**src/rtl/rdpm_pkg.sv**
```systemverilog
// ----------------------------------------------------------------------------
// rdpm_pkg
// Types, constants and helper functions for the ramped dual PID motor mixer.
// ----------------------------------------------------------------------------
package rdpm_pkg;

  localparam int DT_SHIFT_DEF = 10;
  localparam int NUM_LOOPS    = 4;
  localparam int DATA_W       = 24;
  localparam int ERR_W        = 25;
  localparam int DIFF_W       = 26;
  localparam int INT_W        = 40;
  localparam int GAIN_W       = 16;
  localparam int STEP_W       = 16;
  localparam int EN_W         = 5;
  localparam int CFG_W        = 48;
  localparam int CFG_IDX_W    = 3;

  typedef enum logic [CFG_IDX_W-1:0] {
    REG_ENABLE     = 3'd0,
    REG_GAINS_ANG  = 3'd1,
    REG_GAINS_LEFT = 3'd2,
    REG_GAINS_RGHT = 3'd3,
    REG_GAINS_MEAN = 3'd4,
    REG_ACCEL      = 3'd5,
    REG_DECEL      = 3'd6,
    REG_RATE_STEP  = 3'd7
  } cfg_reg_t;

  localparam int EN_CTRL  = 0;
  localparam int EN_ANG   = 1;
  localparam int EN_LEFT  = 2;
  localparam int EN_RIGHT = 3;
  localparam int EN_MEAN  = 4;

  localparam int LOOP_ANG   = 0;
  localparam int LOOP_LEFT  = 1;
  localparam int LOOP_RIGHT = 2;
  localparam int LOOP_MEAN  = 3;

  typedef struct packed {
    logic [GAIN_W-1:0] kp;
    logic [GAIN_W-1:0] ki;
    logic [GAIN_W-1:0] kd;
  } gains_t;

  typedef struct packed {
    logic signed [DATA_W-1:0] target_speed;
    logic signed [DATA_W-1:0] target_rate;
    logic signed [DATA_W-1:0] gyro_rate;
    logic signed [DATA_W-1:0] speed_left;
    logic signed [DATA_W-1:0] speed_right;
    logic signed [DATA_W-1:0] speed_mean;
    logic signed [DATA_W-1:0] side_wall_drive;
    logic signed [DATA_W-1:0] front_wall_drive;
    logic                     fail_safe;
  } in_item_t;

  typedef struct packed {
    logic signed [DATA_W-1:0] motor_left;
    logic signed [DATA_W-1:0] motor_right;
  } out_item_t;

  function automatic logic signed [DATA_W-1:0] sat24(input logic signed [63:0] x);
    logic signed [63:0] hi;
    logic signed [63:0] lo;
    hi = 64'sh7FFFFF;
    lo = -64'sh800000;
    if (x > hi) begin
      return 24'sh7FFFFF;
    end else if (x < lo) begin
      return -24'sh800000;
    end
    return x[DATA_W-1:0];
  endfunction

  function automatic logic signed [INT_W-1:0] sat40(input logic signed [INT_W+1:0] x);
    logic signed [INT_W+1:0] hi;
    logic signed [INT_W+1:0] lo;
    hi = {3'b000, {(INT_W-1){1'b1}}};
    lo = {3'b111, {(INT_W-1){1'b0}}};
    if (x > hi) begin
      return hi[INT_W-1:0];
    end else if (x < lo) begin
      return lo[INT_W-1:0];
    end
    return x[INT_W-1:0];
  endfunction

  function automatic logic signed [DATA_W-1:0] ramp(
    input logic signed [DATA_W-1:0] now,
    input logic signed [DATA_W-1:0] tgt,
    input logic        [STEP_W-1:0] up,
    input logic        [STEP_W-1:0] down
  );
    logic signed [DATA_W+1:0] n;
    logic signed [DATA_W+1:0] t;
    logic signed [DATA_W+1:0] s;
    n = (DATA_W+2)'(now);
    t = (DATA_W+2)'(tgt);
    s = n;
    if (t > n) begin
      s = n + $signed({10'b0, up});
      if (s > t) s = t;
    end else if (t < n) begin
      s = n - $signed({10'b0, down});
      if (s < t) s = t;
    end
    return s[DATA_W-1:0];
  endfunction

endpackage

```
**src/rtl/rdpm_pid_term.sv**
```systemverilog
// ----------------------------------------------------------------------------
// rdpm_pid_term
// Product stage of one PID loop and the sum, scale and saturation after it.
// ----------------------------------------------------------------------------
module rdpm_pid_term #(
  parameter int DT_SHIFT = rdpm_pkg::DT_SHIFT_DEF
) (
  input  logic                                clk,
  input  logic                                load,
  input  rdpm_pkg::gains_t                    gains,
  input  logic signed [rdpm_pkg::ERR_W-1:0]   err,
  input  logic signed [rdpm_pkg::DIFF_W-1:0]  diff,
  input  logic signed [rdpm_pkg::INT_W-1:0]   integ,
  output logic signed [rdpm_pkg::DATA_W-1:0]  loop_out
);
  import rdpm_pkg::*;

  localparam int HALF = INT_W / 2;

  logic signed [GAIN_W+ERR_W:0]    p_r;
  logic signed [GAIN_W+DIFF_W:0]   d_r;
  logic signed [GAIN_W+HALF:0]     ih_r;
  logic        [GAIN_W+HALF-1:0]   il_r;

  logic signed [GAIN_W+INT_W:0]    i_full;
  logic signed [GAIN_W+INT_W:0]    i_part;
  logic signed [63:0]              acc;

  // ki * integral split in two halves to keep each multiplier narrow
  always_ff @(posedge clk) begin
    if (load) begin
      p_r  <= $signed({1'b0, gains.kp}) * err;
      d_r  <= $signed({1'b0, gains.kd}) * diff;
      ih_r <= $signed({1'b0, gains.ki}) * $signed(integ[INT_W-1:HALF]);
      il_r <= gains.ki * integ[HALF-1:0];
    end
  end

  always_comb begin
    i_full   = $signed({ih_r, {HALF{1'b0}}}) + $signed({1'b0, il_r});
    i_part   = i_full >>> (DT_SHIFT + 1);
    acc      = 64'(p_r) + (64'(d_r) <<< DT_SHIFT) + 64'(i_part);
    loop_out = sat24(acc >>> 8);
  end

endmodule

```
**config.mk**
```make
export PLATFORM = sky130hd
export DESIGN_NAME = rdpm_pid_term
export DESIGN_NICKNAME = d
export VERILOG_FILES = /design/src/rtl/rdpm_pkg.sv /design/src/rtl/rdpm_pid_term.sv
export SDC_FILE = /design/constraint.sdc
export NUM_CORES = 2
export LEC_CHECK = 0
export ABC_AREA = 1
export BUFFER_PORTS_ARGS = -buffer_cell sky130_fd_sc_hd__buf_2
export CAP_MARGIN = 15
export CORE_MARGIN = 2
export CORE_UTILIZATION = 58
export CTS_BUF_LIST = sky130_fd_sc_hd__clkbuf_4 sky130_fd_sc_hd__clkbuf_8
export DETAILED_ROUTE_END_ITERATION = 12
export PLACE_DENSITY = 0.73
export SLEW_MARGIN = 20
export SYNTH_ARGS = -nofsm -noshare
export SYNTH_HDL_FRONTEND = slang
export SYNTH_SLANG_ARGS = --single-unit
```
**constraint.sdc**
```tcl
create_clock -name clk -period 8 [get_ports clk]
set_input_delay 0.8 -clock clk [delete_from_list [all_inputs] [get_ports clk]]
set_output_delay 0.8 -clock clk [all_outputs]
set_load 0.005 [all_outputs]
```
==> summary.md <==
| Metric | Value |
|---|---|
| # IOs | 165 |
| Vias in the first global route | 53800 |
| Area grow syn2layout | 3.02% |
| Synth unique cells | 44 |
| Die boundary height | approximately 340 um |
| WS Path Type | reg2out |
| Hold Buf Count CTS | 0 |
| DRT Pass-1 Iters | 6 |
| Num CTS Buffers | 17 |
| CP Capture Type | output port |
| Synth top area cells | fa_1, inv_1, nand2_1 |
| WP data required | about 7000 ps |
| Hold depth | 1 |
| Setup tns final | 0 ps |
| First-pass GRT wire length | 274000 um |
| Net count after synthesis | ~10000 |
| Via count | approximately 51000 |
| Antenna Nets Post-Route | 0 |
| RSZ-0062 raised after global routing | false |
| Fillers | about 10000 |
| Slowest-stage cell, CP | fa_1 |
| Ant diodes | 0 |
| Via/cell ratio | 5.21 |
| Share of layout cells above drive strength 1 | about 3% |
| Largest net degree at the start of global routing | 83 |
| Setup-failing EPs final | 0 |
| Most instantiated cells after synthesis | inv_1, nand2_1, fa_1 |
| Die width | approximately 340 um |
| Die area | 0.115 mm2 |
| Root Driver | clkbuf_8 |
| Worst-margin pin slew | ~1100 ps |
| CTS tree | yes |
| Largest area contributor in the netlist | fa_1 |
| Final Cycle Share | 90.8% |
| Clock sink count | approximately 150 |
| Cell count after synthesis | 8417 |
| FFs w/ async S/R, synth | 0% |
| #FFs+latches synth | between 100 and 150 |
| Syn. warnings | 0 |
| Arrival time worst endpoint | approximately 6500 ps |
| Antenna violations before repair | 2 |
| Final worst path period need | just over 7000 ps |
| Starting Density | 58.6% |
| Top cell type's share of synthesized area | a little over two fifths |
| Iteration-0 DRC Markers | ~3800 |
| Nets | around 10000 |
| CP peak stage delay | 480 ps |
| Max clock buf depth | 2 |
| WL/cell | 16.7 um |
| Top FF cell, synth | edfxtp_1 |
| Crit path max fanout | 23 |
| Startpoint Class | register |
| Fmax | 138 MHz |
| Port buffer count | between 150 and 200 |
| H-Tree Depth | 4 |
| Clk slew on worst S/H paths | roughly 110 ps |
| Slew headroom | just under 30% |
| HP Class | in2reg |
| Gr usage total | between 20 and 30% |
| MaxCap Viol Count | 0 |
| Register area share after synthesis | approximately 6.8% |
| Post-Syn Area | 0.0649 mm2 |
| Mean Syn Cell Area | roughly 7.7 um2 |
| Number of synthesized flops with an enable pin | 147 |
| Area of the core | approximately 0.11 mm2 |
| Gr ovfl total | 0 |
| Routability cong. | approximately 1 |
| Drt drc | 0 |
| Final Max Tran Viols | 0 |
| Final hold viol count | 0 |
| FP Rows | between 100 and 150 |
| Post CTS Setup Buffer Count | 0 |
| WL final | ~160000 um |
| Status | finished, final reports clean |
| Count leader, synth | inv_1 |
| DP HPWL | roughly 140000 um |
==> through the flow <==
| stage | setup slack, ps | std cells | hold WS (ps) | cell area [um2] | util [%] |
|---|---|---|---|---|---|
| 3_3_place_gp | 913 | 9746 | 1330 | 66400 | 60.0 |
| 3_5_place_dp | 828 | 9746 | 1340 | 66400 | 60.0 |
| 5_1_grt | 110 | 9778 | 830 | 66900 | 60.3 |
| 6_report | 740 | 9778 | 813 | 66900 | 60.3 |
| 2_1_floorplan | 1540 | 8417 | 912 | 64900 | - |
| 4_1_cts | 303 | 9778 | 800 | 66800 | 60.3 |
==> layer usage <==
metal | up-vias | GRT usage [%] | routed length, um
met5 | - | 0 | 0
met4 | 0 | 7.50 | 4630
met3 | 276 | 3.48 | 11400
met2 | 1846 | 50.2 | 78400
met1 | 25200 | 40.8 | 68500
li1 | 23600 | - | -
==> layout make-up <==
type | count | area (um2) | share of cell area, %
Tap cell | 1488 | 1860 | 2.78
Timing Repair Buffer | 185 | 997 | 1.49
Clock buffer | 17 | 234 | 0.350
Multi-Input combinational cell | 5372 | 49600 | 74.2
Clock inverter | 15 | 171 | 0.256
Inverter | 2554 | 9590 | 14.3
Sequential cell | 147 | 4410 | 6.60
==> what timing repair did <==
action	CTS	global route
endpoints found under the setup margin	0	23
hold endpoints to repair	0	0
gates resized for setup	0	2
==> kinds of logic after synthesis <==
kind of cell               share of synthesized area (%)
buffers and inverters                               16.8
and+or+nand+nor                                     17.1
adders and majority gates                           52.8
AOI/OAI and AO/OA                                   3.83
xor gates and xnor gates                            2.60
DFF                                                 6.80
==> state kept, by name, summed over array words and instances, names as in the netlist <==
register / flops
d_r: 43
il_r: 25
ih_r: 37
p_r: 42
==> worst paths after layout <==
check / start / to / slack (ps)
max: ih_r[0] / loop_out[17] / 740
min: load / p_r[4] / 810
==> critical path, delay by kind of cell, from the launching register on <==
family          cells  cell delay [ps]
compound gates      3              720
simple gates       17             2690
flops               1              390
fa+ha+maj           4             1630
xor+xnor            1              310
buf+inv             2              220
==> cells in the final DEF (no fill, tap or decap), drive strengths merged, types with 7 or more instances in the layout <==
| cell | instances |
|---|---|
| ha | 483 |
| clkinv | 8 |
| xor2 | 114 |
| a31oi | 23 |
| edfxtp | 147 |
| clkbuf | 17 |
| nand3 | 106 |
| a21oi | 245 |
| inv | 2559 |
| nand3b | 22 |
| nor3 | 40 |
| nor2 | 280 |
| xnor2 | 79 |
| o211ai | 7 |
| buf | 185 |
| o21ai | 110 |
| o21a | 10 |
| nor4 | 11 |
| a21o | 14 |
| nand4 | 32 |
| o21bai | 21 |
| nand2 | 2339 |
| fa | 1410 |
Power is not shown: default switching activity piles up to over one toggle a cycle in this logic, so the estimate is an artifact.
